File: config.mk
export PLATFORM = sky130hd
export DESIGN_NAME = tls_segment_descriptor_table_top
export DESIGN_NICKNAME = d
export VERILOG_FILES = /design/src/rtl/core/tlsdt_pkg.sv /design/src/rtl/core/tlsdt_ram.sv /design/src/rtl/core/tls_segment_descriptor_table_top.sv
export SDC_FILE = /design/constraint.sdc
export NUM_CORES = 1
export LEC_CHECK = 0
export BUFFER_PORTS_ARGS = -buffer_cell sky130_fd_sc_hd__buf_2
export CAP_MARGIN = 20
export CORE_MARGIN = 2
export CORE_UTILIZATION = 50
export DETAILED_ROUTE_END_ITERATION = 8
export PLACE_DENSITY = 0.72
export SYNTH_ARGS = -nofsm -noshare
export SYNTH_HDL_FRONTEND = slang
export SYNTH_SLANG_ARGS = --single-unit
export TNS_END_PERCENT = 10
File: constraint.sdc
create_clock -name clk -period 6.4 [get_ports clk]
set_input_delay 0.64 -clock clk [delete_from_list [all_inputs] [get_ports clk]]
set_output_delay 0.64 -clock clk [all_outputs]
set_load 0.1 [all_outputs]
File: src/rtl/core/tlsdt_pkg.sv
package tlsdt_pkg;

  // table geometry
  localparam int TLS_SLOTS       = 3;
  localparam int FIRST_TLS_ENTRY = 6;
  localparam int SLOT_W          = (TLS_SLOTS > 1) ? $clog2(TLS_SLOTS) : 1;
  localparam int DESC_W          = 64;

  // field widths
  localparam int IDX_W    = 9;
  localparam int STATUS_W = 2;
  localparam int IN_DW    = 80;
  localparam int OUT_DW   = 80;

  // result status codes
  typedef enum logic [STATUS_W-1:0] {
    STATUS_OK      = 2'd0,
    STATUS_INVALID = 2'd1,
    STATUS_NO_SLOT = 2'd2
  } status_t;

  // request kinds carried on tuser
  localparam logic MODE_SET   = 1'b0;
  localparam logic MODE_CLEAR = 1'b1;

endpackage

File: src/rtl/core/tlsdt_ram.sv
module tlsdt_ram #(
  parameter int WIDTH = 64,
  parameter int DEPTH = 4
) (
  input  logic                                   clk,
  input  logic                                   we,
  input  logic [((DEPTH > 1) ? $clog2(DEPTH) : 1)-1:0] waddr,
  input  logic [WIDTH-1:0]                       wdata,
  input  logic                                   re,
  input  logic [((DEPTH > 1) ? $clog2(DEPTH) : 1)-1:0] raddr,
  output logic [WIDTH-1:0]                       rdata
);

  logic [WIDTH-1:0] mem [DEPTH];

  // single write port, registered read port
  always_ff @(posedge clk) begin
    if (we) begin
      mem[waddr] <= wdata;
    end
    if (re) begin
      rdata <= mem[raddr];
    end
  end

endmodule

File: src/rtl/core/tls_segment_descriptor_table_top.sv
// channel | beat contents (lowest bit first)                   | role
// in_     | tuser: mode; tdata: indexes, base, limit, flags   | request
// out_    | tdata: status, final entry, descriptor low, high  | result
//
// a request holds the block from accept until it returns to idle, so no new request is
// taken before the last one is through; a free-slot search reads one table entry per cycle from the descriptor ram
// the result register loads in S_DONE, reached through S_EXEC and, with a search, S_SCAN
// synchronous active-low reset marks every slot empty through per-slot valid bits
// a result waiting on out_tready does not block the next request beat; the block
// holds in its final state only while the previous result is still unconsumed
module tls_segment_descriptor_table_top (
  input  logic                      clk,
  input  logic                      rst_n,
  input  logic                      in_tvalid,
  output logic                      in_tready,
  // mode
  input  logic                      in_tuser,
  // call_index[8:0], entry_num[17:9], base_address[49:18], segment_limit[69:50],
  // contents_kind[71:70], rx_only[72], seg_is_32bit[73], page_granular[74],
  // not_present[75], useable[76], alloc_en[77], zero fill[79:78]
  input  logic [tlsdt_pkg::IN_DW-1:0]  in_tdata,
  output logic                      out_tvalid,
  input  logic                      out_tready,
  // status[1:0], final_entry[10:2], descriptor_low[42:11], descriptor_high[74:43],
  // zero fill[79:75]
  output logic [tlsdt_pkg::OUT_DW-1:0] out_tdata
);

  import tlsdt_pkg::*;

  typedef enum logic [2:0] {
    S_IDLE,
    S_EXEC,
    S_SCAN,
    S_DONE
  } state_t;

  localparam logic [IDX_W-1:0]  IDX_NONE  = '1;
  localparam logic [IDX_W-1:0]  IDX_FIRST = IDX_W'(FIRST_TLS_ENTRY);
  localparam logic [IDX_W-1:0]  IDX_LAST  = IDX_W'(FIRST_TLS_ENTRY + TLS_SLOTS - 1);
  localparam logic [SLOT_W-1:0] SLOT_LAST = SLOT_W'(TLS_SLOTS - 1);

  // input field unpacking
  logic [IDX_W-1:0] f_call_index;
  logic [IDX_W-1:0] f_entry_num;
  logic [31:0]      f_base;
  logic [19:0]      f_limit;
  logic [1:0]       f_contents;
  logic             f_rx_only;
  logic             f_is32;
  logic             f_pages;
  logic             f_not_present;
  logic             f_avl;
  logic             f_can_alloc;

  assign f_call_index   = in_tdata[8:0];
  assign f_entry_num    = in_tdata[17:9];
  assign f_base         = in_tdata[49:18];
  assign f_limit        = in_tdata[69:50];
  assign f_contents     = in_tdata[71:70];
  assign f_rx_only      = in_tdata[72];
  assign f_is32         = in_tdata[73];
  assign f_pages        = in_tdata[74];
  assign f_not_present  = in_tdata[75];
  assign f_avl          = in_tdata[76];
  assign f_can_alloc    = in_tdata[77];

  state_t                  state_r;
  logic                    req_mode_r;
  logic [IDX_W-1:0]        req_idx_r;
  logic                    req_alloc_r;
  logic [DESC_W-1:0]       req_desc_r;
  logic [SLOT_W-1:0]       slot_r;
  logic [TLS_SLOTS-1:0]    valid_r;
  status_t                 res_status_r;
  logic [IDX_W-1:0]        res_entry_r;
  logic [DESC_W-1:0]       res_desc_r;
  logic                    out_vld_r;
  logic [OUT_DW-1:0]       out_data_r;

  logic                    accept;
  logic [IDX_W-1:0]        idx_sel;
  logic                    is_empty_pat;
  logic [31:0]             desc_lo;
  logic [31:0]             desc_hi;
  logic [IDX_W-1:0]        idx_off;
  logic [SLOT_W-1:0]       exec_slot;
  logic                    in_range;
  logic                    slot_free;
  logic                    out_free;

  logic                    ram_we;
  logic [SLOT_W-1:0]       ram_waddr;
  logic                    ram_re;
  logic [SLOT_W-1:0]       ram_raddr;
  logic [DESC_W-1:0]       ram_rdata;

  assign accept    = in_tvalid && in_tready;
  assign in_tready = (state_r == S_IDLE);
  assign out_free  = !out_vld_r || out_tready;

  // entry selection and descriptor packing
  assign idx_sel      = (f_call_index == IDX_NONE) ? f_entry_num : f_call_index;
  assign is_empty_pat = (f_base == '0) && (f_limit == '0) && (f_contents == '0) &&
                        f_rx_only && !f_is32 && !f_pages && f_not_present && !f_avl;
  assign desc_lo      = {f_base[15:0], f_limit[15:0]};
  assign desc_hi      = {f_base[31:24], f_pages, f_is32, 1'b0, f_avl, f_limit[19:16],
                         ~f_not_present, 2'b11, 1'b1, f_contents, ~f_rx_only, 1'b0,
                         f_base[23:16]};

  // slot range check on the resolved index
  assign idx_off   = req_idx_r - IDX_FIRST;
  assign exec_slot = idx_off[SLOT_W-1:0];
  assign in_range  = ($signed(req_idx_r) >= $signed(IDX_FIRST)) &&
                     ($signed(req_idx_r) <= $signed(IDX_LAST));

  // a slot is free when its valid bit is clear since the last clear or its entry reads as zero
  assign slot_free = !valid_r[slot_r] || (ram_rdata == '0);

  // descriptor RAM port control
  always_comb begin
    ram_we    = 1'b0;
    ram_waddr = exec_slot;
    ram_re    = 1'b0;
    ram_raddr = '0;
    case (state_r)
      S_EXEC: begin
        if (req_mode_r == MODE_SET) begin
          if (req_alloc_r) begin
            ram_re = 1'b1;
          end else if (in_range) begin
            ram_we = 1'b1;
          end
        end
      end
      S_SCAN: begin
        ram_waddr = slot_r;
        ram_raddr = slot_r + SLOT_W'(1);
        if (slot_free) begin
          ram_we = 1'b1;
        end else if (slot_r != SLOT_LAST) begin
          ram_re = 1'b1;
        end
      end
      default: begin
      end
    endcase
  end

  tlsdt_ram #(
    .WIDTH(DESC_W),
    .DEPTH(TLS_SLOTS)
  ) u_ram (
    .clk  (clk),
    .we   (ram_we),
    .waddr(ram_waddr),
    .wdata(req_desc_r),
    .re   (ram_re),
    .raddr(ram_raddr),
    .rdata(ram_rdata)
  );

  // request sequencer and result register
  always_ff @(posedge clk) begin
    if (!rst_n) begin
      state_r   <= S_IDLE;
      valid_r   <= '0;
      out_vld_r <= 1'b0;
    end else begin
      // result valid set on load, dropped once taken
      if (state_r == S_DONE && out_free) begin
        out_vld_r <= 1'b1;
      end else if (out_tready) begin
        out_vld_r <= 1'b0;
      end
      case (state_r)
        S_IDLE: begin
          if (accept) begin
            req_mode_r  <= in_tuser;
            req_idx_r   <= idx_sel;
            req_alloc_r <= (idx_sel == IDX_NONE) && f_can_alloc;
            req_desc_r  <= is_empty_pat ? '0 : {desc_hi, desc_lo};
            state_r     <= S_EXEC;
          end
        end
        S_EXEC: begin
          if (req_mode_r == MODE_CLEAR) begin
            valid_r      <= '0;
            res_status_r <= STATUS_OK;
            res_entry_r  <= '0;
            res_desc_r   <= '0;
            state_r      <= S_DONE;
          end else if (req_alloc_r) begin
            res_status_r <= STATUS_OK;
            res_desc_r   <= '0;
            slot_r       <= '0;
            state_r      <= S_SCAN;
          end else if (in_range) begin
            valid_r[exec_slot] <= 1'b1;
            res_status_r       <= STATUS_OK;
            res_entry_r        <= req_idx_r;
            res_desc_r         <= req_desc_r;
            state_r            <= S_DONE;
          end else begin
            res_status_r <= STATUS_INVALID;
            res_entry_r  <= req_idx_r;
            res_desc_r   <= '0;
            state_r      <= S_DONE;
          end
        end
        S_SCAN: begin
          if (slot_free) begin
            valid_r[slot_r] <= 1'b1;
            res_entry_r     <= IDX_FIRST + IDX_W'(slot_r);
            res_desc_r      <= req_desc_r;
            state_r         <= S_DONE;
          end else if (slot_r == SLOT_LAST) begin
            res_status_r <= STATUS_NO_SLOT;
            res_entry_r  <= IDX_NONE;
            state_r      <= S_DONE;
          end else begin
            slot_r <= slot_r + SLOT_W'(1);
          end
        end
        S_DONE: begin
          if (out_free) begin
            out_data_r <= {5'b0, res_desc_r[63:32], res_desc_r[31:0], res_entry_r,
                           res_status_r};
            state_r    <= S_IDLE;
          end
        end
        default: begin
          state_r <= S_IDLE;
        end
      endcase
    end
  end

  assign out_tvalid = out_vld_r;
  assign out_tdata  = out_data_r;

endmodule

* After elaboration in Yosys (flattened, before gate mapping)
Memory sizes are Yosys's and may differ from the RTL's. A register that Yosys moved wholly into a read port is not among the register bits.
Index checks and enable logic that the tools add are counted.
** Storage, ports and cells
- Memories :: 1
- RAM bits :: 192
- Logic and storage cells :: 137
- Output and inout port bits :: 82
- Register bits :: 234
- Bits in read-only memories :: 0
- Latch bits :: 0
** Memories
- u_ram.mem :: depth 3, bits a word 64, read ports 1, clocked after Yosys merged registers in 1, write ports 1, RTL line tlsdt_ram.sv:14 : logic [WIDTH-1:0] mem [DEPTH];
** Operators by class
- Div/mod/pow operators :: 0
- Multiply operators :: 0
- Reductions and logical operators :: 35
- Shifts and indexed selects :: 0
- Magnitude comparators :: 6
- Multiplexer cells :: 57
- Eq/ne operators :: 18
- $add $sub $neg :: 3
- Bitwise gates (word level) :: 4
** Operators with widths (count)
- 2-to-1 mux 64 bit :: 4
- one-hot mux 64 bit (2 select lines) :: 1
- zero test 64 bit :: 1
- 2-to-1 mux 47 bit :: 1
- 2-to-1 mux 9 bit :: 5
- zero test 32 bit :: 1
- 2-to-1 mux 3 bit :: 8
- zero test 20 bit :: 1
- 2-to-1 mux 1 bit :: 20
- == test 9 bit (second input constant) :: 2
- one-hot mux 9 bit (2 select lines) :: 1
- 2-to-1 mux 2 bit :: 8
- inequality test 2 bit (second input constant) :: 8
- logical AND 1 bit :: 13
- one-hot mux 3 bit (4 select lines) :: 1
- AND reduction 3 bit :: 4
- AND reduction 4 bit :: 3
- >= comparator 9 x 4 -> 1 bit (second input constant) :: 1
- <= comparator 9 x 5 -> 1 bit (second input constant) :: 1
- inequality test 3 bit (second input constant) :: 3
- one-hot mux 2 bit (2 select lines) :: 2
- == test 3 x 2 -> 1 bit (second input constant) :: 2
- less-than comparator 2 x 3 -> 1 bit (second input constant) :: 2
- bitwise OR 3 bit :: 2
- 18 further kinds :: 28

* Logic depth before layout (Yosys ltp)
- Depth in word-level cells :: 10
- Gate-level depth with buffers :: 8

* Modules after synthesis
A second synthesis with hierarchy kept.
** Unflattened totals
- Cells, all modules :: 991
- Area, all modules :: 17385.4 µm²
** Modules (own cells, without submodules)
- tlsdt_ram :: instances 1, sequential area each 7687.4 µm², area each 9077.5 µm², cells each 472
- tls_segment_descriptor_table_top :: instances 1, sequential area each 6576.3 µm², area each 8308.0 µm², cells each 519

* Worst setup path before layout
Ideal clock, no wire load.
- Path type :: reg-to-reg
- From :: register req_idx_r[1]
- To :: memory u_ram.mem[2][0], enable pin
- Buffers on the path :: 0
- Period minus slack after synthesis :: 6535 ps
- Required time :: 5836 ps
- Stages on the path, launching flop included :: 6
- Arrival :: 5971 ps
- Path slack :: -135 ps
- Library setup time :: 564 ps
- Path through :: edfxtp_1 -> or4b_1 -> a211oi_2 -> and2_2 -> a22oi_1 -> nor3b_1
** Between the ends
- Longest elaborated chain between the ends :: 8
- Elaborated cells between the ends (all ways) :: 11
** Ends and longest elaborated chain
- from (decl) :: RTL line tls_segment_descriptor_table_top.sv:70 : logic [IDX_W-1:0] req_idx_r;
- from (signal assigned) :: RTL line tls_segment_descriptor_table_top.sv:180 : req_idx_r <= idx_sel;
- >= comparator 9 x 4 -> 1 bit or <= comparator 9 x 5 -> 1 bit (tied branches) :: RTL line tls_segment_descriptor_table_top.sv:114, tls_segment_descriptor_table_top.sv:115
- logical AND 1 bit :: RTL line tls_segment_descriptor_table_top.sv:114 : assign in_range = ($signed(req_idx_r) >= $signed(IDX_FIRST)) &&
- 2-to-1 mux 1 bit :: RTL line tls_segment_descriptor_table_top.sv:131 : end else if (in_range) begin
- 2-to-1 mux 1 bit :: RTL line tls_segment_descriptor_table_top.sv:129 : if (req_alloc_r) begin
- 2-to-1 mux 1 bit :: RTL line tls_segment_descriptor_table_top.sv:128 : if (req_mode_r == MODE_SET) begin
- one-hot mux 1 bit (2 select lines) :: RTL line tls_segment_descriptor_table_top.sv:126 : case (state_r)
- 2-to-1 mux 1 bit :: RTL line tlsdt_ram.sv:18 : if (we) begin
- 2-to-1 mux 1 bit (implied by the code) :: RTL line tlsdt_ram.sv:19 : mem[waddr] <= wdata;
- to (decl) :: RTL line tlsdt_ram.sv:14
Parallel ways exist; a longest one is shown, timed or not.

* Final worst setup path
- From :: register u_ram.rdata[8] (read register of u_ram.mem)
- To :: memory u_ram.mem[0][28], enable pin
** Between the ends
- Longest elaborated chain between the ends :: 6
** Ends and longest elaborated chain
- from (decl) :: RTL line tlsdt_ram.sv:11 : output logic [WIDTH-1:0] rdata
- zero test 64 bit :: RTL line tls_segment_descriptor_table_top.sv:118 : assign slot_free = !valid_r[slot_r] || (ram_rdata == '0);
- logical OR 1 bit :: RTL line tls_segment_descriptor_table_top.sv:118
- 2-to-1 mux 1 bit :: RTL line tls_segment_descriptor_table_top.sv:139 : if (slot_free) begin
- one-hot mux 1 bit (2 select lines) :: RTL line tls_segment_descriptor_table_top.sv:126
- 2-to-1 mux 1 bit :: RTL line tlsdt_ram.sv:18
- 2-to-1 mux 1 bit (implied by the code) :: RTL line tlsdt_ram.sv:19
No other way between the ends.

==> results.md <==
- DP HPWL: roughly 19000 um
- FFs w/ async S/R, synth: 0%
- Final Max Tran Viols: 0
- WL/cell: ~20 um
- CTS Buf Count: 44
- WHS: ~0.29 ns
- Placed Area: between 0.015 and 0.02 mm2
- Hold Buf Count CTS: 0
- Core box area: roughly 0.033 mm2
- Number of I/O port buffers: between 150 and 200
- Max incr delay on CP: approximately 0.71 ns
- Largest net degree at the start of global routing: 77
- Worst Min Path Start: in_tuser
- Final nets: 1180
- Relative slew slack: between 20 and 30%
- Top-Level Pins: roughly 170
- Total negative slack: 0 ns
- Switching pwr: 2005 uW
- Rows: between 60 and 70
- GRT Util Overall: ~18%
- Placed instance count: between 1000 and 1500
- Final Cycle Share: 62.26%
- Sw Ratio: between 20% and 30%
- # resized after CTS: 0
- Max Cap Viol: 0
- CP endpoint kind: register
- Cell taking the most area after synthesis: edfxtp_1
- DIE HEIGHT: between 150 and 200 um
- Power per standard cell area: between 300 and 400 mW/mm2
- RR Startpoint: u_ram.rdata[8]
- Lkg Pwr: around 0.0063 uW
- Cell area after layout: ~0.019 mm2
- Synthesized flop and latch total: 461
- Yosys warning count: 0
- Via density: between 5 and 6
- Starting DRC count in detailed routing: about 730
- Final min period: between 3 and 4 ns
- Worst-path cell chain: nor4_1 > nand4_1 > o41ai_4 > a22oi_1 > nor2_4 > buf_4
- CTS tree: done
- Flop pwr share: roughly 53%
- Crit Path Max Fanout: 28
- TritonRoute pass-1 iters: 5
- WS Path Type: reg2reg
- Worst Path Required: ~6.6 ns
- H-Tree Depth: 2
- Min-Delay Path Class: in2reg
- Dpl ws: 2.385 ns
- Initial antenna violation count: 4
- Internal: approximately 5500 uW
- Cells taking the most area after synthesis: edfxtp_1 (81%), mux2i_1 (3.9%), nor2b_1 (2.4%)
- Full die area: approximately 0.035 mm2
- Yosys top cell area share: 81.32%
- CTS Root Cell: clkbuf_16
- List of most frequent post-synthesis cells: edfxtp_1 (455), clkbuf_1 (72), nand2_1 (71)
- Post-CTS setup repair buffer count: 0
- Number of global-route vias before repair: about 8200
- Total wire length: 30950 um
- Arrival @ worst endpoint: between 4 and 5 ns
- Clock group share of total power: a little under a third
- Worst setup margin: around 2.4 ns
- Global route total overflow: 0
- Clock Pin Slew Worst Setup and Hold Paths: roughly 0.060 ns
- Setup violators final: 0
- Synth-to-Final Area Change: 14.40%
- Yosys cell types: 45
- Final hold vios: 0
- Cell count after synthesis: 959
- Syn Area/Cell: approximately 18 um2
- Starting Density: 50.48%
- Final std cells w/o fill: 1569
- Clock Skew: between 0.015 and 0.02 ns
- Most common cell in the netlist: edfxtp_1
- Layout cells sized above 1: between 20 and 25%
- DIE WIDTH: approximately 190 um
- Routability cong.: between 0.7 and 0.8
- EDFF count, synth: 455
- F_max: around 0.25 GHz
- Status: complete, no violations
- Logic pwr share: ~15%
- Register area share after synthesis: between 80% and 90%
- Ys flop type: edfxtp_1
- TritonCTS Sinks: 461
- Clk_lat worst skew: approximately 0.53 ns
- DR vias: slightly above 8000
- Type of origin of the critical path: register
- Least-Margin Pin Slew: roughly 1.1 ns
- Worst path slowest cell: nor2_4
- RSZ-0062 raised after global routing: no
- Worst VDD drop: 0.2604 mV
- Drt drc: 0
- Synthesized cell area: about 0.017 mm2
- CP startpoint: u_ram.rdata[8]
- First-pass GRT wire length: between 40000 and 50000 um
- DRT antenna net count: 0
- Clk buf depth: 3
-- routing by layer --
metal  up-vias  global-route usage [%]  share of wire (%)
li1       3835                       -                  -
met4         0                   6.013                2.5
met3        54                   3.265                6.1
met5         -                       0                  0
met2       253                   30.11                 50
met1      4045                   23.09                 41
-- area by class of cell --
cell class	instances	area (um2)
Multi-Input combinational cell	395	2597
Fill cell	2508	14060
Clock inverter	21	143.9
Antenna cell	4	10.01
Timing Repair Buffer	171	908.4
Inverter	14	52.55
Sequential cell	461	13780
Clock buffer	55	1164
Tap cell	448	560.5
-- power by group through the flow --
stage	Clock [uW]	Sequential, uW	Combinational, uW
after global placement	0	4010	1110
after detailed placement	0	4030	1130
after CTS	2440	3970	1130
final	2380	3960	1120
after floorplan	0	4190	664
after global routing	2560	3990	1220
-- registers in the layout, summed over array words and instances (netlist names), 2 cells and up --
signal / flops
req_desc_r: 60
res_status_r: 2
out_tdata: 71
res_desc_r: 60
valid_r: 3
u_ram.mem: 180
slot_r: 2
u_ram.rdata: 60
state_r: 2
req_idx_r: 9
res_entry_r: 9
-- layout by cell type (no fill, tap or decap), types with 2 or more instances in the layout --
cell type	netlist	routed
a21o_1	9	9
a21oi_1	8	8
buf_2	8	158
buf_4	9	12
bufinv_16	0	2
clkbuf_1	72	10
clkbuf_16	0	45
clkinv_1	0	12
clkinv_2	0	6
conb_1	1	7
dfxtp_1	6	6
diode_2	0	4
edfxtp_1	455	455
ha_1	8	8
inv_1	13	13
mux2i_1	65	65
nand2_1	71	71
nand3_1	6	6
nand4_1	8	8
nor2_1	12	8
nor2_4	0	5
nor2b_1	65	65
nor3_1	6	6
nor4_1	28	28
o21a_1	10	9
o21ai_0	66	66
or4_1	4	4
-- worst max-delay path, delay by kind of cell (launching register included) --
kind,cells,cell delay [ns]
AO/OA/AOI/OAI,2,1.08
buffers and inverters,1,0.50
AND/OR/NAND/NOR,3,1.64
flip-flops,1,0.38
-- through the flow --
step | power [uW] | utilization [%]
final | 7472 | 57.75
after global routing | 7776 | 57.73
after CTS | 7540 | 57.62
after detailed placement | 5162 | 53.69
after global placement | 5122 | 53.69
after floorplan | 4851 | -
-- logic make-up (layout without fill, tap and decap cells) --
| logic type | count (synthesis) | in the layout | synth area share, % |
|---|---|---|---|
| and+or+nand+nor | 208 | 208 | 6.509 |
| muxes | 65 | 65 | 3.872 |
| other | 1 | 11 | 0.02232 |
| AOI/OAI and AO/OA | 107 | 107 | 3.999 |
| buffers and inverters | 109 | 261 | 2.964 |
| adders and majority gates | 8 | 8 | 0.5958 |
| DFF | 461 | 461 | 82.04 |
-- worst paths after layout --
check | slack, ns | endpoint | depth (start not counted)
max | 2.42 | u_ram.mem[0][28] | 6
max reg2reg | 2.42 | u_ram.mem[0][28] | 6
min | 0.29 | req_mode_r | 1
min reg2reg | 0.41 | out_tdata[72] | 0
(Power assumes the default switching activity.)
